**src/sv/bfs_pkg.sv**
```systemverilog
// Shared types and constants of the separable 7x7 box filter.
package bfs_pkg;

    localparam int WIN         = 7;
    localparam int HALF_WIN    = 3;
    localparam int PIX_W       = 8;
    localparam int CFG_W       = 11;
    localparam int SUM_W       = 11;
    localparam int CSUM_W      = 14;
    localparam int X_W         = 15;
    localparam int RECIP_SHIFT = 20;
    localparam int PROD_W      = 30;
    localparam int QUO_W       = PROD_W - RECIP_SHIFT;
    localparam int COORD_W     = 10;
    localparam int OUT_PAD_W   = 4;

    // floor(x / 49) == (x * 21400) >> 20 for every x below 43690
    localparam logic [X_W-1:0]   RECIP_MUL  = 15'd21400;
    localparam logic [X_W-1:0]   ROUND_BIAS = 15'd24;
    localparam logic [PIX_W-1:0] PIX_MAX    = 8'hFF;

    localparam logic [2:0] LAST_LINE = 3'd6;

    localparam logic REG_WIDTH  = 1'b0;
    localparam logic REG_HEIGHT = 1'b1;

    localparam logic [CFG_W-1:0] WIDTH_RESET  = 11'd512;
    localparam logic [CFG_W-1:0] HEIGHT_RESET = 11'd512;

    typedef logic [PIX_W-1:0]   t_pix;
    typedef logic [CFG_W-1:0]   t_cfg;
    typedef logic [SUM_W-1:0]   t_hsum;
    typedef logic [CSUM_W-1:0]  t_csum;
    typedef logic [X_W-1:0]     t_x;
    typedef logic [PROD_W-1:0]  t_prod;
    typedef logic [QUO_W-1:0]   t_quo;
    typedef logic [COORD_W-1:0] t_coord;
    typedef logic [2:0]         t_line;

    typedef struct packed {
        logic row_zero;
        logic row_ge7;
        logic emit;
        logic done;
    } t_flags;

    typedef struct packed {
        t_coord centre_row;
        t_coord centre_col;
        logic   done;
    } t_meta;

endpackage

```
**src/sv/bfs_div.sv**
```systemverilog
// Divide-by-49 by reciprocal multiply, saturation and output register.
module bfs_div (
    input  logic            i_clk,
    input  logic            i_rst_n,
    input  logic            i_valid,
    output logic            o_ready,
    input  bfs_pkg::t_x     i_x,
    input  bfs_pkg::t_meta  i_meta,
    output logic            o_valid,
    input  logic            i_ready,
    output bfs_pkg::t_pix   o_smoothed,
    output bfs_pkg::t_meta  o_meta
);

    logic           r_va;
    logic           r_vb;
    logic           r_vc;
    bfs_pkg::t_x    r_x;
    bfs_pkg::t_prod r_prod;
    bfs_pkg::t_pix  r_smoothed;
    bfs_pkg::t_meta r_meta_a;
    bfs_pkg::t_meta r_meta_b;
    bfs_pkg::t_meta r_meta_c;

    logic           ready_a;
    logic           ready_b;
    logic           ready_c;
    bfs_pkg::t_quo  quo;
    bfs_pkg::t_pix  n_smoothed;

    assign ready_c = !r_vc || i_ready;
    assign ready_b = !r_vb || ready_c;
    assign ready_a = !r_va || ready_b;

    assign quo        = r_prod[bfs_pkg::PROD_W-1:bfs_pkg::RECIP_SHIFT];
    assign n_smoothed = (quo > bfs_pkg::t_quo'(bfs_pkg::PIX_MAX)) ?
                        bfs_pkg::PIX_MAX : quo[bfs_pkg::PIX_W-1:0];

    always_ff @(posedge i_clk) begin
        if (!i_rst_n) begin
            r_va <= 1'b0;
            r_vb <= 1'b0;
            r_vc <= 1'b0;
        end else begin
            if (ready_a) begin
                r_va <= i_valid;
            end
            if (ready_b) begin
                r_vb <= r_va;
            end
            if (ready_c) begin
                r_vc <= r_vb;
            end
        end
    end

    always_ff @(posedge i_clk) begin
        if (ready_a && i_valid) begin
            r_x      <= i_x;
            r_meta_a <= i_meta;
        end
        if (ready_b && r_va) begin
            r_prod   <= bfs_pkg::t_prod'(r_x) * bfs_pkg::t_prod'(bfs_pkg::RECIP_MUL);
            r_meta_b <= r_meta_a;
        end
        if (ready_c && r_vb) begin
            r_smoothed <= n_smoothed;
            r_meta_c   <= r_meta_b;
        end
    end

    assign o_ready    = ready_a;
    assign o_valid    = r_vc;
    assign o_smoothed = r_smoothed;
    assign o_meta     = r_meta_c;

endmodule

```
**config.mk**
```make
export PLATFORM = sky130hd
export DESIGN_NAME = bfs_div
export DESIGN_NICKNAME = d
export VERILOG_FILES = /design/src/sv/bfs_pkg.sv /design/src/sv/bfs_div.sv
export SDC_FILE = /design/constraint.sdc
export NUM_CORES = 1
export LEC_CHECK = 0
export BUFFER_PORTS_ARGS = -buffer_cell sky130_fd_sc_hd__buf_2
export CORE_MARGIN = 3
export CORE_UTILIZATION = 54
export DETAILED_ROUTE_END_ITERATION = 8
export GPL_ROUTABILITY_DRIVEN = 0
export HOLD_SLACK_MARGIN = 0.02
export PLACE_DENSITY = 0.74
export SETUP_SLACK_MARGIN = 0.2
export SLEW_MARGIN = 20
export SYNTH_ARGS = -nofsm -noshare
export SYNTH_HDL_FRONTEND = slang
export SYNTH_SLANG_ARGS = --single-unit
```
**constraint.sdc**
```tcl
create_clock -name i_clk -period 5.1 [get_ports i_clk]
set_input_delay 0.255 -clock i_clk [delete_from_list [all_inputs] [get_ports i_clk]]
set_output_delay 0.255 -clock i_clk [all_outputs]
set_load 0.05 [all_outputs]
```
==> results_dict.tcl, run 1 <==
set metrics [dict create \
    place_area_um2 6950 \
    antenna_cells 0 \
    final-hold-violation-count 0 \
    nNetsFinal 750 \
    cts_tree "done" \
    ys_warn_count 0 \
    ys.flop_type "edfxtp_1" \
    critPathSlowestCell "fa_1" \
    slew_headroom 0.512 \
    clock_skew_ps 10.4 \
    end_kind "register" \
    hold_class "input port to register" \
    die_h_um 114 \
    critPathRequiredTime_ps 5180 \
    num_io_pins 71 \
    gr-usage-met3 0.0377 \
    grtUsageMet1 0.274 \
    period_minus_slack_ps 4910 \
    fill_cells 746 \
    drt_pass1_iterations 4 \
    yosysTopAreaCell "edfxtp_1" \
    area_delta_synth_final_pct 20.3 \
    cts.path.max_buffers 2 \
    hold_slack_ps 85.2 \
    post_drt_wl_per_cell_um 17.7 \
    finalSetupViolCount 0 \
    crit_top_cell "fa_1" \
    post-synth-top-count-cell "inv_1" \
    die_w_um 114 \
    ir_drop_mv 0.425 \
    ctsHtreeMaxLevel 3 \
    drc_errors 0 \
    core_um2 11100 \
    hold_buffers 0 \
    post-route-period-util 0.962 \
    clockRootBuffer "clkbuf_16" \
    syn_avg_cell_area_um2 13.9 \
    vias 3743 \
    placedCellCount 676 \
    top_usage_layer "met2" \
    maxSlewViolCount 0 \
    p_leak_nw 3.47 \
    cp_slowest_stage_delay_ps 530 \
    rsz0062_at_grt "true" \
    cp_cell_sequence "buf_4 -> ha_4 -> fa_1 -> inv_2 -> fa_1 -> inv_1 -> fa_1 -> inv_2 -> fa_1 -> inv_1 -> ha_4 -> and4_4 -> a221o_1 -> or3b_4 -> o41ai_4 -> xnor2_1" \
    finalPower_mw 4.46 \
    cts.sink_count 99 \
    async_flop_share 0 \
    maxCapViolCount 0 \
    routed_via_density 5.30 \
    num_rows 38 \
    crit_path_max_fanout 5 \
    yosys.area.top_type_share 0.459 \
    synth_nets 642 \
    grt_max_degree 37 \
    port_buffers 70 \
    cp.arrival_ps 4990 \
    fin_area_um2 7550 \
    final_layout_size_suffix_gt1_frac 0.256 \
    routed_wl_mm 12.5 \
    die-area_um2 13000 \
    cts_made_buffers 9 \
    grt_pass1_wl_mm 19.9 \
    netlist_area_um2 6280 \
    dr.first_iter.drc_count 178 \
    synth-edff-count 96 \
    max_freq_mhz 204 \
    status "completed" \
    ys_top_cells_by_area "edfxtp_1 46%, ha_1 19%, fa_1 18%" \
    tightest_slew_ps 731 \
    track_usage 0.201 \
    start_util 0.567 \
    synth_common_cells "104 x inv_1, 96 x edfxtp_1, 94 x ha_1" \
    ys_seq_elements 99 \
    grtUsageMet2 0.331 \
    postRouteAntennaNets 0 \
    startpoint_type "register" \
    power.density_nw_per_um2 591 \
    path_clk_slew_ps 70 \
    clk_latency_ps 340 \
    synth_cells 453 \
    synthDistinctLibCells 38 \
    hpwl_mm 9.47 \
    antenna_found_initial 1 \
    instances_no_fill 706 \
    grt.overflow.total 0 \
    grt_pass1_vias 3869 \
    ys_seq_area_frac 0.469 \
    path_class "register to register" \
]
[cells in the final DEF (no fill, tap or decap), types with 4 or more instances in the layout]
| cell | instances |
|---|---|
| xnor2_1 | 6 |
| a21o_1 | 9 |
| or3_1 | 8 |
| nand3_1 | 6 |
| fa_1 | 54 |
| edfxtp_1 | 96 |
| inv_2 | 4 |
| buf_2 | 70 |
| clkbuf_16 | 9 |
| buf_4 | 27 |
| nor2_1 | 5 |
| ha_4 | 10 |
| o21ai_0 | 5 |
| a21oi_1 | 9 |
| inv_1 | 100 |
| and3_1 | 5 |
| ha_1 | 81 |
| nand2_1 | 4 |
[cells by family (layout without fill, tap and decap cells)]
group | count (synthesis) | in the layout | synth area share
buffers and inverters | 107 | 220 | 0.0651
flip-flops | 99 | 99 | 0.469
AND/OR/NAND/NOR | 44 | 44 | 0.0402
adder cells (fa/ha/maj) | 149 | 149 | 0.363
AO/OA/AOI/OAI | 45 | 45 | 0.0510
XOR/XNOR | 9 | 9 | 0.0126
[power breakdown]
part	internal [mW]	total (mW)	leakage (nW)	switching, mW
Sequential	1.05	1.08	0.919	0.0341
Combinational	1.21	2.68	2.40	1.47
Clock	0.393	0.702	0.152	0.309
Total	2.65	4.46	3.47	1.81
[state kept, by name, indices dropped and copies added (netlist names)]
signal      cells
o_valid         1
r_meta_a       21
o_smoothed      8
o_meta         21
r_prod         10
r_x            15
r_va            1
r_vb            1
r_meta_b       21
[metrics by stage]
stage | utilization | setup TNS (ps) | worst slack [ps]
after CTS | 0.671 | 0 | 204
after global routing | 0.682 | 0 | 72.4
after floorplan | - | 0 | 210
after global placement | 0.627 | 0 | 86.3
final | 0.682 | 0 | 195
after detailed placement | 0.627 | -23.4 | -23.4
[layer usage]
metal | vias to the layer above | wire (µm)
met5 | - | 11
met4 | 2 | 265
met3 | 20 | 623
met2 | 97 | 6150
met1 | 1854 | 5460
li1 | 1770 | -
[layout make-up]
type                       count  area (µm²)  share of cell area
multi-input combinational    247        3130               0.414
sequential                    99        2940               0.390
clock buffer                   9         225              0.0298
timing repair buffer         100         603              0.0798
inverter                     104         390              0.0517
clock inverter                 7        88.8              0.0118
tap                          140         175              0.0232
[worst paths after layout]
kind,start,end,slack (ps),cells after the start
worst max-delay path,r_x[5],r_prod[27],190,16
worst min-delay path,i_meta[12],r_meta_a[12],90,1
worst max register to register,r_x[5],r_prod[27],190,16
worst min register to register,r_meta_b[18],o_meta[18],420,0
[critical path, delay by kind of cell (launching register included)]
kind | cells | cell delay [ps]
and+or+nand+nor | 2 | 590
DFF | 1 | 450
adders and majority gates | 6 | 2510
xor gates and xnor gates | 1 | 110
buffers and inverters | 5 | 390
AOI/OAI and AO/OA | 2 | 620
[timing repair]
| item | CTS | global route |
|---|---|---|
| gates resized for setup | 17 | 12 |
| setup buffers | 9 | 4 |
| pin swaps | 19 | 17 |
| endpoints found under the setup margin | 5 | 8 |
Note: power is estimated with default switching activity, not from simulation.
==> run 2, diff against run 1 <==
--- a/config.mk
+++ b/config.mk
@@ -12,6 +12,7 @@
 export GPL_ROUTABILITY_DRIVEN = 0
 export HOLD_SLACK_MARGIN = 0.02
 export PLACE_DENSITY = 0.74
+export RECOVER_POWER = 50
 export SETUP_SLACK_MARGIN = 0.2
 export SLEW_MARGIN = 20
 export SYNTH_ARGS = -nofsm -noshare
==> results_dict.tcl, run 2 (same netlist as run 1, synthesis figures left out) <==
set metrics [dict create \
    cts.sink_count 99 \
    max_freq_mhz 204 \
    end_kind "register" \
    final_layout_size_suffix_gt1_frac 0.205 \
    regArea_um2 2940 \
    grt_max_degree 37 \
    finalSetupViolCount 0 \
    cp_slowest_stage_delay_ps 530 \
    post-route-period-util 0.961 \
    routed_wl_mm 12.5 \
    postRouteAntennaNets 0 \
    instances_no_fill 706 \
    drt_pass1_iterations 4 \
    num_io_pins 71 \
    power.density_nw_per_um2 593 \
    regToRegSetupSlack_ps 200 \
    crit_path_max_fanout 5 \
    port_buffers 70 \
    mostFrequentLayoutCells "100 x inv_1, 96 x edfxtp_1, 81 x ha_1" \
    clk_latency_ps 340 \
    clock_skew_ps 10.3 \
    ir_drop_mv 0.425 \
    startpoint_type "register" \
    die-area_um2 13000 \
    grt_pass1_vias 3869 \
    drc_errors 0 \
    cp.arrival_ps 4990 \
    multiInputGateArea_um2 3130 \
    vias 3745 \
    grt.overflow.total 0 \
    cp_cell_sequence "buf_4 -> ha_4 -> fa_1 -> inv_2 -> fa_1 -> inv_1 -> fa_1 -> inv_2 -> fa_1 -> inv_1 -> ha_4 -> and4_4 -> a221o_1 -> or3b_4 -> o41ai_4 -> xnor2_1" \
    post_drt_wl_per_cell_um 17.7 \
    cts_tree "done" \
    fill_cells 766 \
    start_util 0.567 \
    critPathRequiredTime_ps 5190 \
    period_minus_slack_ps 4900 \
    crit_top_cell "fa_1" \
    slew_headroom 0.512 \
    finalPower_mw 4.46 \
    tightest_slew_ps 730 \
    p_leak_nw 3.40 \
    antenna_cells 0 \
    cts_made_buffers 9 \
    core_um2 11100 \
    path_class "register to register" \
    ctsHtreeMaxLevel 3 \
    hold_class "input port to register" \
    post-route-util 0.679 \
    placedCellCount 676 \
    num_rows 38 \
    whs_path_depth 1 \
    hold_buffers 0 \
    dr.first_iter.drc_count 185 \
    status "completed" \
    cts.path.max_buffers 2 \
    die_h_um 114 \
    antenna_found_initial 1 \
    nNetsFinal 750 \
    final-hold-violation-count 0 \
    routed_via_density 5.30 \
    track_usage 0.201 \
    hpwl_mm 9.47 \
    final_common_cell "inv_1" \
    clockRootBuffer "clkbuf_16" \
    area_delta_synth_final_pct 19.7 \
    reg2reg_depth 16 \
    maxCapViolCount 0 \
    grt_pass1_wl_mm 19.9 \
    maxSlewViolCount 0 \
    path_clk_slew_ps 70 \
    die_w_um 114 \
    critPathSlowestCell "fa_1" \
    rsz0062_at_grt "true" \
]
==> run 2: cell count changes in the layout (fill, tap and decap cells not counted), sizes merged <==
| cell | change |
|---|---|
| buf | -29 |
| clkbuf | +29 |
==> run 2: worst paths after layout <==
kind / startpoint / end
setup / recovery: r_x[5] / r_prod[27]
hold / removal: i_meta[12] / r_meta_a[12]
setup reg to reg: r_x[5] / r_prod[27]
hold reg to reg: r_meta_b[18] / o_meta[18]
==> run 2: routing by layer <==
| metal | vias up | global-route usage | part of all wire |
|---|---|---|---|
| met2 | 105 | 0.331 | 0.49 |
| met4 | 2 | 0.0633 | 0.021 |
| met3 | 20 | 0.0377 | 0.050 |
| met5 | - | 0 | 0.00088 |
| li1 | 1770 | - | - |
| met1 | 1848 | 0.274 | 0.44 |
==> run 2: critical path, delay by kind of cell, from the launching register on <==
kind | cells | cell delay (ps)
buf+inv | 5 | 390
simple gates | 2 | 590
xor+xnor | 1 | 110
flops | 1 | 450
compound gates | 2 | 620
fa+ha+maj | 6 | 2510
==> run 2: cell type report <==
| type | instances | area share |
|---|---|---|
| multi-input combinational | 247 | 0.416 |
| clock inverter | 7 | 0.0118 |
| inverter | 104 | 0.0519 |
| timing repair buffer | 100 | 0.0754 |
| sequential | 99 | 0.391 |
| clock buffer | 9 | 0.0300 |
| tap | 140 | 0.0233 |
==> run 2: stage by stage <==
stage | setup WS, ps | hold slack [ps] | area [µm²] | TNS, ps
final | 196 | 84.5 | 7520 | 0
after CTS | 204 | 71.3 | 7430 | 0
after floorplan | 210 | 354 | 6290 | 0
after global routing | 72.4 | 67.8 | 7520 | 0
after global placement | 86.3 | 400 | 6950 | 0
after detailed placement | -23.4 | 405 | 6950 | -23.4
==> run 2: report_power, final <==
group / internal [mW] / switching, mW / leakage, nW
Combinational: 1.21 / 1.47 / 2.33
Clock: 0.393 / 0.308 / 0.152
Sequential: 1.05 / 0.0343 / 0.919
==> run 2: timing repair <==
action	CTS	global route
setup endpoints to repair	5	8
setup buffers	9	4
gates resized for setup	17	12
pin swaps	19	17
==> run 3, diff against run 2 <==
--- a/config.mk
+++ b/config.mk
@@ -7,11 +7,11 @@
 export LEC_CHECK = 0
 export BUFFER_PORTS_ARGS = -buffer_cell sky130_fd_sc_hd__buf_2
 export CORE_MARGIN = 3
-export CORE_UTILIZATION = 54
+export CORE_UTILIZATION = 40
 export DETAILED_ROUTE_END_ITERATION = 8
 export GPL_ROUTABILITY_DRIVEN = 0
 export HOLD_SLACK_MARGIN = 0.02
-export PLACE_DENSITY = 0.74
+export PLACE_DENSITY = 0.57
 export RECOVER_POWER = 50
 export SETUP_SLACK_MARGIN = 0.2
 export SLEW_MARGIN = 20
==> constraint.sdc (replaced) <==
create_clock -name i_clk -period 5.1 [get_ports i_clk]
set_input_delay 1.02 -clock i_clk [delete_from_list [all_inputs] [get_ports i_clk]]
set_output_delay 1.02 -clock i_clk [all_outputs]
set_load 0.05 [all_outputs]
==> results_dict.tcl, run 3 (same netlist as run 1, synthesis figures left out) <==
set metrics [dict create \
    area_delta_synth_final_pct 21.7 \
    rr_startpoint "r_x[3]" \
    min_from "r_meta_a[10]" \
    track_usage 0.141 \
    final-hold-violation-count 0 \
    fill_cells 1340 \
    nNetsFinal 748 \
    maxCapViolCount 0 \
    postRouteAntennaNets 0 \
    hold-path-endpoint "r_meta_b[10]" \
    whs_path_depth 0 \
    final_common_cell "edfxtp_1" \
    multiInputGateArea_um2 3190 \
    reg2reg_to "r_prod[27]" \
    vias 3675 \
    grt_max_degree 32 \
    die_w_um 131 \
    drt_pass1_iterations 4 \
    startpoint_type "register" \
    crit_path_max_fanout 5 \
    rsz0062_at_grt "true" \
    power.density_nw_per_um2 576 \
    cp_cell_sequence "ha_1 -> inv_2 -> fa_2 -> inv_2 -> fa_2 -> fa_1 -> inv_2 -> fa_1 -> inv_1 -> ha_4 -> a21o_1 -> a21o_1 -> a221o_1 -> or3b_4 -> o41ai_4 -> xnor2_1" \
    cts.path.max_buffers 2 \
    critPathSlowestCell "fa_1" \
    ir_drop_mv 0.403 \
    path_clk_slew_ps 80 \
    drc_errors 0 \
    cts_made_buffers 9 \
    antenna_found_initial 0 \
    path_class "register to register" \
    period_minus_slack_ps 4820 \
    place_area_um2 7020 \
    routed_wl_mm 12.0 \
    grt.overflow.total 0 \
    dr.first_iter.drc_count 126 \
    antenna_cells 0 \
    ctsHtreeMaxLevel 3 \
    maxSlewViolCount 0 \
    clock_skew_ps 8.41 \
    path_buf_inv 4 \
    hold_class "register to register" \
    slew_headroom 0.283 \
    die_h_um 131 \
    core_um2 15300 \
    clockRootBuffer "clkbuf_16" \
    cp_slowest_stage_delay_ps 560 \
    regArea_um2 2940 \
    grt_pass1_wl_mm 19.0 \
    num_rows 45 \
    tns_ps 0 \
    routed_via_density 4.74 \
    post_drt_wl_per_cell_um 15.4 \
    grt_pass1_vias 3775 \
    reg2reg_depth 16 \
    post-route-period-util 0.945 \
    start_util 0.412 \
    max_freq_mhz 207 \
    crit_family "adder cells" \
    critPathRequiredTime_ps 5200 \
    cp.arrival_ps 4920 \
    hold_buffers 0 \
    crit_path_start "r_x[3]" \
    finalSetupViolCount 0 \
    hpwl_mm 9.50 \
    cts.sink_count 99 \
    tightest_slew_ps 1070 \
    status "completed" \
    fin_area_um2 7650 \
    die-area_um2 17200 \
    regToRegSetupSlack_ps 280 \
    crit_top_cell "inv_2" \
    p_leak_nw 3.38 \
    clk_latency_ps 350 \
    end_kind "register" \
    cts_tree "done" \
    num_io_pins 71 \
    port_buffers 70 \
    mostFrequentLayoutCells "96 x edfxtp_1, 94 x inv_1, 77 x ha_1" \
    final_layout_size_suffix_gt1_frac 0.225 \
]
## run 3: changes by cell type in the layout (fill, tap and decap cells not counted), sizes merged
cell,before,now
clkbuf,38,35
clkinv,1,3
buf,71,72
bufinv,1,0
clkinvlp,1,0
## run 3: timing repair
item / 4_1_cts / 5_1_grt
gates resized for setup: 7 / 32
pin swaps: 12 / 29
setup buffers: 6 / 8
endpoints found under the setup margin: 4 / 8
cloned: 0 / 0
## run 3: worst register-to-register path, stage by stage (launching register included)
cell      delay [ps]
edfxtp_1         470
ha_1             340
inv_2             40
fa_2             520
inv_2             40
fa_2             340
fa_1             560
inv_2             40
fa_1             360
inv_1            120
ha_4             220
a21o_1           150
a21o_1           170
a221o_1          340
or3b_4           430
o41ai_4          330
xnor2_1          130
## run 3: routing by layer
| layer | GRT usage | routed length [µm] | part of all wire |
|---|---|---|---|
| met5 | 0 | 0 | 0 |
| met4 | 0.0443 | 197 | 0.016 |
| met2 | 0.235 | 5930 | 0.50 |
| met3 | 0.0364 | 502 | 0.042 |
| met1 | 0.181 | 5340 | 0.45 |
## run 3: worst max path at each step
stage | to | depth (start not counted)
final | r_prod[27] | 16
after global routing | r_prod[27] | 18
after CTS | r_prod[24] | 15
after detailed placement | r_prod[27] | 14
after global placement | r_prod[27] | 14
after floorplan | r_prod[27] | 15
## run 3: layout make-up
cell class / count / area share
Multi-Input combinational cell: 247 / 0.418
Inverter: 104 / 0.0511
Timing Repair Buffer: 98 / 0.0705
Clock inverter: 7 / 0.0119
Clock buffer: 9 / 0.0295
Sequential cell: 99 / 0.385
Tap cell: 211 / 0.0345
## run 3: power by group
group	switching, mW	internal [mW]	total (mW)	leakage [nW]
sequential	0.0356	1.05	1.08	0.919
clock	0.339	0.355	0.694	0.152
combinational	1.44	1.19	2.63	2.31
## run 3: per-stage QoR
stage / setup WS, ps / util / std cells / hold WS, ps / total power, mW
6_report: 280 / 0.501 / 775 / 420 / 4.41
5_1_grt: 160 / 0.501 / 775 / 421 / 4.83
4_1_cts: 203 / 0.487 / 767 / 421 / 4.26
3_5_place_dp: -36.4 / 0.460 / 745 / 405 / 3.40
3_3_place_gp: 51.7 / 0.460 / 745 / 401 / 3.35
2_1_floorplan: 210 / - / 453 / 400 / 2.91
