## config.mk

```make
export PLATFORM = sky130hd
export DESIGN_NAME = bfs_front
export DESIGN_NICKNAME = d
export VERILOG_FILES = /design/src/sv/bfs_pkg.sv /design/src/sv/bfs_front.sv
export SDC_FILE = /design/constraint.sdc
export NUM_CORES = 1
export LEC_CHECK = 0
export ABC_AREA = 1
export BUFFER_PORTS_ARGS = -buffer_cell sky130_fd_sc_hd__buf_2
export CAP_MARGIN = 15
export CORE_MARGIN = 2
export CORE_UTILIZATION = 35
export CTS_BUF_LIST = sky130_fd_sc_hd__clkbuf_8
export CTS_CLUSTER_SIZE = 20
export DETAILED_ROUTE_END_ITERATION = 6
export GPL_TIMING_DRIVEN = 0
export PLACE_DENSITY = 0.6
export SLEW_MARGIN = 40
export SYNTH_ARGS = -nofsm -noshare
export SYNTH_HDL_FRONTEND = slang
export SYNTH_SLANG_ARGS = --single-unit
```

## constraint.sdc

```tcl
create_clock -name i_clk -period 7.45 [get_ports i_clk]
set_clock_uncertainty 0.05 [all_clocks]
set_input_delay 0.745 -clock i_clk [delete_from_list [all_inputs] [get_ports i_clk]]
set_output_delay 0.745 -clock i_clk [all_outputs]
set_load 0.1 [all_outputs]
```

## src/sv/bfs_pkg.sv

```systemverilog
// Shared types and constants of the separable 7x7 box filter.
package bfs_pkg;

    localparam int WIN         = 7;
    localparam int HALF_WIN    = 3;
    localparam int PIX_W       = 8;
    localparam int CFG_W       = 11;
    localparam int SUM_W       = 11;
    localparam int CSUM_W      = 14;
    localparam int X_W         = 15;
    localparam int RECIP_SHIFT = 20;
    localparam int PROD_W      = 30;
    localparam int QUO_W       = PROD_W - RECIP_SHIFT;
    localparam int COORD_W     = 10;
    localparam int OUT_PAD_W   = 4;

    // floor(x / 49) == (x * 21400) >> 20 for every x below 43690
    localparam logic [X_W-1:0]   RECIP_MUL  = 15'd21400;
    localparam logic [X_W-1:0]   ROUND_BIAS = 15'd24;
    localparam logic [PIX_W-1:0] PIX_MAX    = 8'hFF;

    localparam logic [2:0] LAST_LINE = 3'd6;

    localparam logic REG_WIDTH  = 1'b0;
    localparam logic REG_HEIGHT = 1'b1;

    localparam logic [CFG_W-1:0] WIDTH_RESET  = 11'd512;
    localparam logic [CFG_W-1:0] HEIGHT_RESET = 11'd512;

    typedef logic [PIX_W-1:0]   t_pix;
    typedef logic [CFG_W-1:0]   t_cfg;
    typedef logic [SUM_W-1:0]   t_hsum;
    typedef logic [CSUM_W-1:0]  t_csum;
    typedef logic [X_W-1:0]     t_x;
    typedef logic [PROD_W-1:0]  t_prod;
    typedef logic [QUO_W-1:0]   t_quo;
    typedef logic [COORD_W-1:0] t_coord;
    typedef logic [2:0]         t_line;

    typedef struct packed {
        logic row_zero;
        logic row_ge7;
        logic emit;
        logic done;
    } t_flags;

    typedef struct packed {
        t_coord centre_row;
        t_coord centre_col;
        logic   done;
    } t_meta;

endpackage

```

## src/sv/bfs_front.sv

```systemverilog
// Position counters, row pixel window and horizontal 7-sum of the box filter.
module bfs_front #(
    parameter int MAX_COLS = 1024,
    parameter int MAX_ROWS = 1024
) (
    input  logic              i_clk,
    input  logic              i_rst_n,
    input  logic              i_accept,
    input  bfs_pkg::t_pix     i_pixel,
    input  logic              i_frame_start,
    input  bfs_pkg::t_cfg     i_width_cfg,
    input  bfs_pkg::t_cfg     i_height_cfg,
    output logic              o_emit_w,
    output bfs_pkg::t_hsum    o_hs,
    output logic [$clog2(MAX_COLS)-1:0] o_cc,
    output bfs_pkg::t_line    o_line,
    output bfs_pkg::t_flags   o_flags,
    output bfs_pkg::t_coord   o_centre_row
);

    localparam int CW = $clog2(MAX_COLS);
    localparam int RW = $clog2(MAX_ROWS);

    typedef logic [CW-1:0] t_col;
    typedef logic [CW:0]   t_colx;
    typedef logic [RW-1:0] t_row;
    typedef logic [RW:0]   t_rowx;

    t_col           r_col;
    t_row           r_row;
    bfs_pkg::t_line r_line;
    bfs_pkg::t_pix  r_win [bfs_pkg::WIN-1];

    t_colx          w;
    t_rowx          h;
    t_colx          col_a;
    t_rowx          row_a;
    bfs_pkg::t_line line_a;
    t_col           col;
    t_row           row;
    t_colx          n_col;
    t_rowx          n_row;
    bfs_pkg::t_line n_line;
    bfs_pkg::t_hsum hs;
    t_row           crow;

    always_comb begin
        if (i_width_cfg < bfs_pkg::t_cfg'(bfs_pkg::WIN)) begin
            w = t_colx'(bfs_pkg::WIN);
        end else if (32'(i_width_cfg) > MAX_COLS) begin
            w = t_colx'(MAX_COLS);
        end else begin
            w = t_colx'(i_width_cfg);
        end
        if (i_height_cfg < bfs_pkg::t_cfg'(bfs_pkg::WIN)) begin
            h = t_rowx'(bfs_pkg::WIN);
        end else if (32'(i_height_cfg) > MAX_ROWS) begin
            h = t_rowx'(MAX_ROWS);
        end else begin
            h = t_rowx'(i_height_cfg);
        end
    end

    always_comb begin
        col_a  = t_colx'(r_col);
        row_a  = t_rowx'(r_row);
        line_a = r_line;
        if (i_frame_start) begin
            col_a  = '0;
            row_a  = '0;
            line_a = '0;
        end
        if (col_a >= w) begin
            col_a  = '0;
            row_a  = row_a + t_rowx'(1);
            line_a = (line_a == bfs_pkg::LAST_LINE) ? '0 : line_a + 3'd1;
        end
        if (row_a >= h) begin
            row_a  = '0;
            line_a = '0;
        end
        col = col_a[CW-1:0];
        row = row_a[RW-1:0];

        n_col  = t_colx'(col) + t_colx'(1);
        n_row  = t_rowx'(row);
        n_line = line_a;
        if (n_col >= w) begin
            n_col  = '0;
            n_row  = n_row + t_rowx'(1);
            n_line = (n_line == bfs_pkg::LAST_LINE) ? '0 : n_line + 3'd1;
            if (n_row >= h) begin
                n_row  = '0;
                n_line = '0;
            end
        end
    end

    always_comb begin
        hs = bfs_pkg::t_hsum'(i_pixel);
        for (int i = 0; i < bfs_pkg::WIN - 1; i++) begin
            hs = hs + bfs_pkg::t_hsum'(r_win[i]);
        end
    end

    always_ff @(posedge i_clk) begin
        if (!i_rst_n) begin
            r_col  <= '0;
            r_row  <= '0;
            r_line <= '0;
            for (int i = 0; i < bfs_pkg::WIN - 1; i++) begin
                r_win[i] <= '0;
            end
        end else if (i_accept) begin
            r_col  <= n_col[CW-1:0];
            r_row  <= n_row[RW-1:0];
            r_line <= n_line;
            for (int i = 0; i < bfs_pkg::WIN - 2; i++) begin
                r_win[i] <= r_win[i+1];
            end
            r_win[bfs_pkg::WIN-2] <= i_pixel;
        end
    end

    assign crow = row - t_row'(bfs_pkg::HALF_WIN);

    assign o_emit_w         = col >= t_col'(bfs_pkg::WIN - 1);
    assign o_hs             = hs;
    assign o_cc             = col - t_col'(bfs_pkg::HALF_WIN);
    assign o_line           = line_a;
    assign o_centre_row     = bfs_pkg::t_coord'(crow);
    assign o_flags.row_zero = row == '0;
    assign o_flags.row_ge7  = row >= t_row'(bfs_pkg::WIN);
    assign o_flags.emit     = row >= t_row'(bfs_pkg::WIN - 1);
    assign o_flags.done     = (t_rowx'(row) == h - t_rowx'(1)) &&
                              (t_colx'(col) == w - t_colx'(1));

endmodule

```

==> flow_summary.json, run 1 <==
{
  "run_status": "complete, no violations",
  "drcViolationCount": 0,
  "fp.dieH_um": 151,
  "cts.clk_slew.worst_paths_ns": 0.06,
  "min_period_over_period_pct": 92.8,
  "post_route_cells_drive_above_1_share_pct": 13.9,
  "initial_core_utilization_pct": 35.9,
  "die_width_um": 151,
  "dpl_cell_area_sq_um": 8310,
  "grt_pass1_vias": 6406,
  "crit_path_end_kind": "output port",
  "area.growth.synth_to_final_pct": 11.7,
  "fmax_mhz": 145,
  "crit_top_cell": "nor2_1",
  "sequential_area_share_after_synthesis_pct": 25.1,
  "cp.required_ns": 6.65,
  "rsz0062_at_grt": "no",
  "ios": 73,
  "power-per-cell-area_nw_per_um2": 283,
  "reg2reg_to": "r_line[0]",
  "worst_path_max_delay_cell": "ha_1",
  "hold_path_depth": 2,
  "setup.reg_to_reg.worst_slack_ns": 1.34,
  "core_region_area_sq_um": 21200,
  "antenna_cells_inserted": 0,
  "worst-endpoint-arrival_ns": 6.12,
  "die-area_sq_um": 22900,
  "ys_warn_count": 0,
  "post_cts_hold_buffer_count": 0,
  "max-slew-margin-rel_pct": 57.4,
  "syn_avg_cell_area_sq_um": 7.35,
  "number_of_max_slew_violations_in_the_final_report": 0,
  "setup_viol": 0,
  "cts_resized": 0,
  "grt-ovfl-total": 0,
  "drv.max_cap_violation_count": 0,
  "vias": 6728,
  "synth_cells": 1032,
  "first_iter_violations": 388,
  "worst_slew_pin_slew_ns": 0.632,
  "std_cell_rows": 53,
  "worst_hold_path_type": "reg2reg",
  "hold_path_end": "r_row[7]",
  "numClockSinks": 71,
  "grt_first_pass_wirelength_mm": 32.3,
  "reg2reg_depth": 35,
  "antenna_left": 0,
  "totalWireLength_mm": 19.4,
  "worstPathMaxFanout": 10,
  "globalplace.congestion": 0.901,
  "cp_num_buf_inv": 8,
  "tritoncts": "yes",
  "insertion_delay_ns": 0.36,
  "syn-cell-area_sq_um": 7590,
  "globalRouteTotalUtil_pct": 18.1,
  "final_hold_viol_count": 0,
  "nets": 1250,
  "drt_first_pass_iters": 5,
  "synth-seq-cells": 71,
  "synthDistinctLibCells": 54,
  "cellLeakagePower_uw": 0.00423,
  "criticalPathCategory": "in2out",
  "route.detailed.wl_per_inst_um": 14.0,
  "layout.core_utilization_pct": 40.1,
  "grt_start_max_net_pins": 32,
  "post_drt_via_cell_ratio": 4.83,
  "critical_path.top_delay_family": "simple AND/OR/NAND/NOR gates",
  "timing.rr.start": "r_col[6]",
  "start_kind": "input pin",
  "setup_total_negative_slack_ns": 0,
  "clock_root_cell": "clkbuf_8",
  "vdd_ir_drop_max_mv": 0.525,
  "cts_buffers": 9,
  "fillers": 2255,
  "timing.hold.worst.start": "r_row[7]",
  "largest_buffer_count_on_any_clock_path": 2,
  "dp.final_hpwl_mm": 16.0,
  "min_tclk_post_route_ns": 6.91,
  "syn-num-nets": 1168,
  "port-buffer-count": 70,
  "layout.cell_area.non_filler_sq_um": 8480,
  "post-cts-setup-buffer-count": 0,
  "antenna_violations_before_repair": 0,
  "cts.htree.levels": 3,
  "cpPeakStageDelay_ns": 0.31
}
cell usage after synthesis, drive strengths merged:
master   count  area share [%]
and2         2            0.16
buf          8             1.2
inv        199             9.9
edfxtp      48              19
o21bai       3            0.30
a22oi        6            0.59
fa          38              10
or2          4            0.33
ha          64              11
xor2        35             4.3
o21ai       43             3.2
nor2       154             8.7
nand3       62             4.5
o31ai        1           0.099
a31oi        2            0.16
xnor2        3            0.35
o41ai        1            0.12
a21o         1           0.099
o211ai       1           0.099
nand4       20             1.8
o2111ai      2            0.23
nor4b        1            0.12
nor3        20             1.8
o221ai       2            0.23
clkbuf       7            0.35
nand3b       4            0.40
nor2b        1           0.082
a21oi       34             2.3
dfxtp       23             6.1
nand2      235              12
o21a         1           0.099
nor4         2            0.16
o22ai        5            0.41
worst max path at each step:
stage | start | slack (ns) | depth (start not counted) | endpoint
after floorplan | i_width_cfg[5] | 0.50 | 19 | o_emit_w
after global placement | i_width_cfg[5] | -0.08 | 38 | r_row[3]
after detailed placement | i_width_cfg[5] | -0.09 | 38 | r_row[3]
after CTS | i_width_cfg[5] | 0.26 | 33 | o_flags[0]
after global routing | i_width_cfg[6] | 0.006 | 42 | r_line[0]
final | i_width_cfg[5] | 0.54 | 35 | o_flags[0]
tightest hold or removal path, stage by stage, from the launching register on:
cell     delay, ns
dfxtp_1       0.31
nand2_1       0.06
nand2_1       0.04
cell families after synthesis:
logic type               count (synthesis)  share of synthesized area (%)
AND/OR/NAND/NOR                        505                           30.4
buffers and inverters                  214                           11.4
AO/OA/AOI/OAI                          102                           7.91
adder cells (fa/ha/maj)                102                           20.6
flip-flops                              71                           25.1
XOR/XNOR                                38                           4.63
layout by cell type, fill, tap and decap left out, drive strengths merged, types with 2 or more instances in the layout:
cell,netlist,routed
clkbuf,7,16
o221ai,2,2
nand4,20,20
a31oi,2,2
dfxtp,23,23
o21bai,3,3
fa,38,38
a22oi,6,6
nand3b,4,4
xnor2,3,3
nor3,20,20
a21oi,34,34
o21ai,43,43
o22ai,5,5
o2111ai,2,2
nor2,154,154
xor2,35,35
or2,4,4
buf,8,79
inv,199,199
edfxtp,48,48
clkinvlp,0,2
ha,64,64
nand2,235,235
nand3,62,62
nor4,2,2
clkinv,0,3
and2,2,2
report_power, final:
group | total [uW] | leakage, uW | internal (uW) | switching [uW]
Sequential | 455 | 0.000716 | 442 | 13.9
Combinational | 1680 | 0.00344 | 339 | 1350
Clock | 262 | 0.0000720 | 114 | 148
sequential cells by signal (all words and copies together) (netlist names):
register	flops
r_line	3
r_win	48
r_row	10
r_col	10
metrics by stage:
step / worst slack, ns / std cells / hold slack [ns] / power [uW]
floorplan: 0.496 / 1032 / 0.376 / 1920
global placement: -0.0782 / 1377 / 0.391 / 2150
detailed placement: -0.0871 / 1378 / 0.396 / 2160
CTS: 0.261 / 1392 / 0.407 / 2430
global route: 0.00607 / 1392 / 0.431 / 2570
finish: 0.536 / 1392 / 0.402 / 2400
cell type report:
| cell class | instances | area (sq um) | area share (%) |
|---|---|---|---|
| multi-input combinational | 747 | 4840 | 57.0 |
| sequential | 71 | 1900 | 22.4 |
| inverter | 199 | 754 | 8.90 |
| timing repair buffer | 71 | 373 | 4.40 |
| tap | 275 | 344 | 4.06 |
| clock buffer | 9 | 124 | 1.46 |
| buffer | 15 | 118 | 1.39 |
| clock inverter | 5 | 27.5 | 0.325 |
per-layer routing:
| metal | vias to the layer above | share of wire, % | GRT usage (%) |
|---|---|---|---|
| li1 | 3450 | - | - |
| met1 | 3098 | 48 | 24.9 |
| met2 | 161 | 46 | 29.7 |
| met3 | 19 | 4.5 | 2.80 |
| met4 | 0 | 1.5 | 4.35 |
| met5 | - | 0 | 0 |
No activity file was read; power rests on OpenSTA's default activity.
==> inputs of run 2 (changes only) <==
CORE_UTILIZATION = 45   (was 35)
PLACE_DENSITY = 0.71   (was 0.6)
clock period = 6.7 ns   (was 7.45 ns; I/O delays follow)
==> run 2 against run 1 <==
Design area rose by 2.9%; critical path depth up 3; worst hold slack gained 0.012 ns; final cell count down 3.3%; sequential cell count did not move; sequential power increased by 11%; via count is 0.92% higher; count of clock-buffer cells in the layout grew 1; clock power increased by 66%; critical path type unchanged.
==> flow_summary.json, run 2 (synthesis gave the netlist of run 1 again) <==
{
  "initial_core_utilization_pct": 45.9,
  "drcViolationCount": 0,
  "cp.required_ns": 5.98,
  "power-per-cell-area_nw_per_um2": 324,
  "power.sequential.fraction_pct": 17.9,
  "dp.final_hpwl_mm": 15.4,
  "grt_pass1_vias": 6291,
  "vias": 6790,
  "worst_path_max_delay_cell": "ha_1",
  "area.growth.synth_to_final_pct": 15.0,
  "worst_hold_path_type": "reg2reg",
  "net-switching-power_uw": 1690,
  "cts.clk_slew.worst_paths_ns": 0.09,
  "antenna_cells_inserted": 0,
  "route.detailed.wl_per_inst_um": 14.0,
  "timing.rr.start": "r_col[7]",
  "drt_first_pass_iters": 5,
  "max-slew-margin-rel_pct": 56.0,
  "clock_root_cell": "clkbuf_8",
  "registers.top_by_ff_count": "r_win",
  "min_period_over_period_pct": 93.8,
  "final_critical_path_setup_slack_ns": 0.414,
  "dp_cells": 1323,
  "start_kind": "input pin",
  "vdd_ir_drop_max_mv": 0.708,
  "largest_register_ff_count": 48,
  "fp.dieH_um": 134,
  "grt_first_pass_wirelength_mm": 30.7,
  "fmax_mhz": 159,
  "worstPathMaxFanout": 10,
  "globalRouteTotalUtil_pct": 21.4,
  "fillers": 1597,
  "p_int_uw": 1140,
  "post_route_cells_drive_above_1_share_pct": 16.8,
  "min_tclk_post_route_ns": 6.29,
  "criticalPathCategory": "in2out",
  "insertion_delay_ns": 0.35,
  "whs_ns": 0.414,
  "totalWireLength_mm": 18.9,
  "grt_start_max_net_pins": 31,
  "leading_cell_types_in_the_layout_fill_and_taps_excluded": "nand2_1, inv_1, nor2_1, buf_2, ha_1",
  "largest_buffer_count_on_any_clock_path": 2,
  "die-area_sq_um": 17900,
  "p_clk_share_pct": 15.4,
  "die_width_um": 134,
  "cpPeakStageDelay_ns": 0.31,
  "worst_slew_pin_slew_ns": 0.653,
  "antenna_left": 0,
  "tritoncts": "yes",
  "finalNonFillerCells": 1346,
  "most_common_library_cell_in_the_layout_ignoring_fill_and_taps": "nand2_1",
  "core_region_area_sq_um": 16500,
  "preCtsSetupSlack_ns": -0.515,
  "antenna_violations_before_repair": 0,
  "netSwitchingFraction_pct": 59.7,
  "reg_top3": "r_win: 48 flops, r_col: 10 flops, r_row: 10 flops",
  "setup.worst_path.start": "i_width_cfg[5]",
  "combPwrFrac_pct": 66.7,
  "worst-endpoint-arrival_ns": 5.57,
  "cellLeakagePower_uw": 0.00432,
  "number_of_max_slew_violations_in_the_final_report": 0,
  "crit_path_end_kind": "output port",
  "numClockSinks": 71,
  "port-buffer-count": 70,
  "first_iter_violations": 557,
  "cts_buffers": 9,
  "drv.max_cap_violation_count": 0,
  "std_cell_rows": 47,
  "timing.hold.worst.start": "r_row[7]",
  "globalplace.congestion": 0.904,
  "ios": 73,
  "final_hold_viol_count": 0,
  "rsz0062_at_grt": "no",
  "post_drt_via_cell_ratio": 5.04,
  "grt-ovfl-total": 0,
  "crit_top_cell": "nand2_1",
  "cts.htree.levels": 3,
  "nets": 1257,
  "setup_viol": 0,
  "run_status": "complete, no violations"
}
==> run 2: worst max-delay path, delay by kind of cell <==
kind / cells / cell delay (ns)
simple gates: 22 / 2.46
buf+inv: 10 / 1.21
fa+ha+maj: 3 / 0.73
compound gates: 3 / 0.48
==> run 2: layout make-up <==
cell class              instances  area, sq um  area share, %
repair buffers                 78          429           4.92
flip-flops and latches         71         1900           21.8
inverters                     199          764           8.76
plain buffers                  15          134           1.53
clock buffers                  10          138           1.58
multi-input cells             747         4970           56.9
well taps                     220          275           3.16
clock inverters                 6          115           1.32
==> run 2: path summary, 6_finish.rpt <==
| path | endpoint | slack (ns) | cells past startpoint |
|---|---|---|---|
| worst max register to register | r_line[0] | 0.93 | 35 |
| worst max-delay path | o_flags[0] | 0.41 | 38 |
| worst min register to register | r_row[7] | 0.41 | 2 |
| worst min-delay path | r_row[7] | 0.41 | 2 |
==> run 2: per-stage QoR <==
step / power [uW] / util, % / area (sq um) / TNS (ns)
after CTS: 2830 / 51.8 / 8560 / 0
after global routing: 2990 / 52.8 / 8720 / 0
final: 2830 / 52.8 / 8720 / 0
after global placement: 2380 / 50.0 / 8260 / -4.91
after detailed placement: 2400 / 50.1 / 8280 / -4.88
after floorplan: 2130 / - / 7630 / 0
==> run 2: power groups by stage <==
| stage | Clock (uW) | Combinational [uW] | Sequential (uW) |
|---|---|---|---|
| final | 435 | 1890 | 507 |
| after CTS | 439 | 1890 | 507 |
| after detailed placement | 0 | 1880 | 517 |
| after global routing | 457 | 2020 | 509 |
| after floorplan | 0 | 1620 | 513 |
| after global placement | 0 | 1860 | 517 |
==> run 2: timing repair <==
action	CTS	global route
setup endpoints to repair	9	24
hold buffers	0	0
resized for setup	6	30
pin swaps	0	8
buffers inserted	0	7
==> run 2: layer usage <==
layer	global-route usage, %	vias up	wire [um]
met2	34.5	189	8550
met4	7.92	0	525
met5	0	-	0
met3	2.12	38	893
li1	-	3470	-
met1	29.9	3093	8920
==> inputs of run 3 (changes only) <==
ABC_AREA = 0   (was 1)
==> run 3 against run 2 <==
Total power decreased by 11%; sequential power hardly changed; largest power group unchanged; critical endpoint unchanged; sequential cell count is the same; area after synthesis fell by 0.33%; count of clock-buffer cells in the layout is 1 lower; critical path type unchanged; combinational power decreased by 12%.
==> flow_summary.json, run 3 <==
{
  "worstPathMaxFanout": 10,
  "final_critical_path_setup_slack_ns": 0.154,
  "synth-seq-cells": 71,
  "cts.clk_slew.worst_paths_ns": 0.08,
  "cp.required_ns": 5.98,
  "synth-async-reset-ratio_pct": 0,
  "totalWireLength_mm": 21.2,
  "initial_core_utilization_pct": 45.8,
  "grt_first_pass_wirelength_mm": 33.0,
  "yosys-top-cells-area": "edfxtp_1, ha_1, fa_1",
  "std_cell_rows": 47,
  "registers.top_by_ff_count": "r_win",
  "grt-ovfl-total": 0,
  "clock_root_cell": "clkbuf_8",
  "die-area_sq_um": 17900,
  "cellLeakagePower_uw": 0.00404,
  "synth_edf_count": 48,
  "post_cts_hold_buffer_count": 0,
  "die_width_um": 134,
  "ys_warn_count": 0,
  "min_period_over_period_pct": 97.7,
  "synth_top_area_share_pct": 19.1,
  "largest_register_ff_count": 48,
  "tritoncts": "yes",
  "antenna_cells_inserted": 0,
  "fmax_mhz": 153,
  "final_hold_viol_count": 0,
  "cell_with_the_most_instances_after_synthesis": "nand2_1",
  "vdd_ir_drop_max_mv": 0.647,
  "synthDistinctLibCells": 91,
  "post_route_cells_drive_above_1_share_pct": 26.1,
  "post-synth-top-area-cell": "edfxtp_1",
  "number_of_max_slew_violations_in_the_final_report": 0,
  "worst_slew_pin_slew_ns": 0.767,
  "nets": 1106,
  "antenna_left": 0,
  "grt_pass1_vias": 6447,
  "preCtsSetupSlack_ns": -1.84,
  "layout.core_utilization_pct": 56.7,
  "globalplace.congestion": 0.947,
  "area.growth.synth_to_final_pct": 23.8,
  "insertion_delay_ns": 0.35,
  "start_kind": "input pin",
  "power-per-cell-area_nw_per_um2": 268,
  "dp.final_hpwl_mm": 16.4,
  "sequential_area_share_after_synthesis_pct": 25.1,
  "core_region_area_sq_um": 16500,
  "multi_input_area_sq_um": 5790,
  "grt_start_max_net_pins": 34,
  "post_drt_via_cell_ratio": 5.78,
  "cts.htree.levels": 3,
  "cts_buffers": 9,
  "reg_top3": "r_win: 48 flops, r_col: 10 flops, r_row: 10 flops",
  "crit_path_end_kind": "output port",
  "first_iter_violations": 486,
  "numClockSinks": 71,
  "worst_hold_path_type": "reg2reg",
  "syn-cell-area_sq_um": 7560,
  "port-buffer-count": 68,
  "min_tclk_post_route_ns": 6.55,
  "largest_buffer_count_on_any_clock_path": 2,
  "setup_viol": 0,
  "drcViolationCount": 0,
  "syn-num-nets": 983,
  "synth_commonest_cells": "nand2_1, ha_1, nor2_1",
  "max-slew-margin-rel_pct": 48.3,
  "worst-endpoint-arrival_ns": 5.83,
  "syn_avg_cell_area_sq_um": 8.93,
  "synth_cells": 847,
  "run_status": "complete, no violations",
  "dominant_register_cell_in_the_synthesized_netlist": "edfxtp_1",
  "drt_first_pass_iters": 5,
  "route.detailed.wl_per_inst_um": 17.8,
  "globalRouteTotalUtil_pct": 23.2,
  "vias": 6910,
  "most_common_library_cell_in_the_layout_ignoring_fill_and_taps": "buf_2",
  "drv.max_cap_violation_count": 0,
  "criticalPathCategory": "in2out",
  "antenna_violations_before_repair": 0,
  "ios": 73,
  "fillers": 1488,
  "leading_cell_types_in_the_layout_fill_and_taps_excluded": "buf_2, nand2_1, ha_1, nor2_1, edfxtp_1",
  "area.sequential_sq_um": 1900,
  "fp.dieH_um": 134
}
run 3: changes by cell type after synthesis, sizes merged, moves of 21 or more:
| cell | before | now |
|---|---|---|
| inv | 199 | 56 |
| clkbuf | 7 | 28 |
| and3 | 0 | 47 |
| xnor2 | 3 | 35 |
| nor2 | 154 | 62 |
| xor2 | 35 | 13 |
| nand2b | 0 | 23 |
| nand2 | 235 | 69 |
| nand3 | 62 | 19 |
run 3: worst max-delay path: stages:
cell and delay [ns]:
buf_2 0.11, buf_8 0.13, buf_8 0.13, buf_8 0.13
clkbuf_8 0.16, nand2b_4 0.17, ha_4 0.26, nand2b_4 0.11
a31oi_4 0.11, o211a_4 0.30, o31ai_4 0.29, buf_6 0.20
a21oi_4 0.08, or2_4 0.26, ha_4 0.25, and4_1 0.21
nand4_1 0.17, a41oi_4 0.35, nor2_4 0.12, ha_4 0.30
o2111ai_1 0.13, a21oi_1 0.17, o2111ai_2 0.20, a2111oi_4 0.34
o2111a_2 0.28, buf_12 0.18
run 3: worst paths after layout:
check                              startpoint  slack (ns)  cells past startpoint    endpoint
worst max-delay path            i_frame_start        0.15                     26  o_flags[0]
worst min-delay path                 r_col[2]        0.42                      2    r_col[2]
worst max register to register       r_col[8]        0.43                     29    r_row[4]
worst min register to register       r_col[2]        0.42                      2    r_col[2]
run 3: area by class of cell:
class / count / area share, %
clock inverters: 7 / 0.775
multi-input cells: 680 / 61.8
inverters: 56 / 2.38
repair buffers: 113 / 7.80
well taps: 220 / 2.94
flip-flops and latches: 71 / 20.3
plain buffers: 39 / 2.71
clock buffers: 9 / 1.32
run 3: repair_timing:
action                                  4_1_cts  5_1_grt
setup buffers                                12       32
resized for setup                            26       58
endpoints found under the setup margin       25       28
pin swaps                                     8       31
run 3: report_power, final:
group	total, uW	switching [uW]	internal (uW)
sequential	505	15.1	490
clock	343	171	172
combinational	1670	1290	380
total	2510	1470	1040
run 3: kinds of logic (layout without fill, tap and decap cells):
logic type | Yosys count | count (layout) | share of synthesized area, %
XOR/XNOR | 48 | 48 | 5.66
AND/OR/NAND/NOR | 336 | 336 | 24.7
adder cells (fa/ha/maj) | 102 | 102 | 20.6
multiplexers | 4 | 4 | 0.562
buffers and inverters | 96 | 224 | 5.18
AO/OA/AOI/OAI | 190 | 190 | 18.2
flip-flops | 71 | 71 | 25.1
run 3: per-layer routing:
metal	wire (um)	track usage [%]	vias to the layer above	share of wire [%]
met3	1350	2.55	38	6.4
met5	0	0	-	0
met1	9490	32.7	3279	45
met2	9790	37.2	258	46
li1	-	-	3335	-
met4	612	7.92	0	2.9
run 3: stage by stage:
| stage | cell area (sq um) | hold WS, ns | setup TNS [ns] | total power [uW] | std cells |
|---|---|---|---|---|---|
| floorplan | 7870 | 0.376 | -2.37 | 1940 | 847 |
| global placement | 8480 | 0.392 | -33.14 | 2150 | 1135 |
| detailed placement | 8510 | 0.405 | -31.70 | 2170 | 1136 |
| CTS | 8890 | 0.425 | 0 | 2520 | 1163 |
| global route | 9370 | 0.448 | -1.00 | 2650 | 1195 |
| finish | 9370 | 0.425 | 0 | 2510 | 1195 |
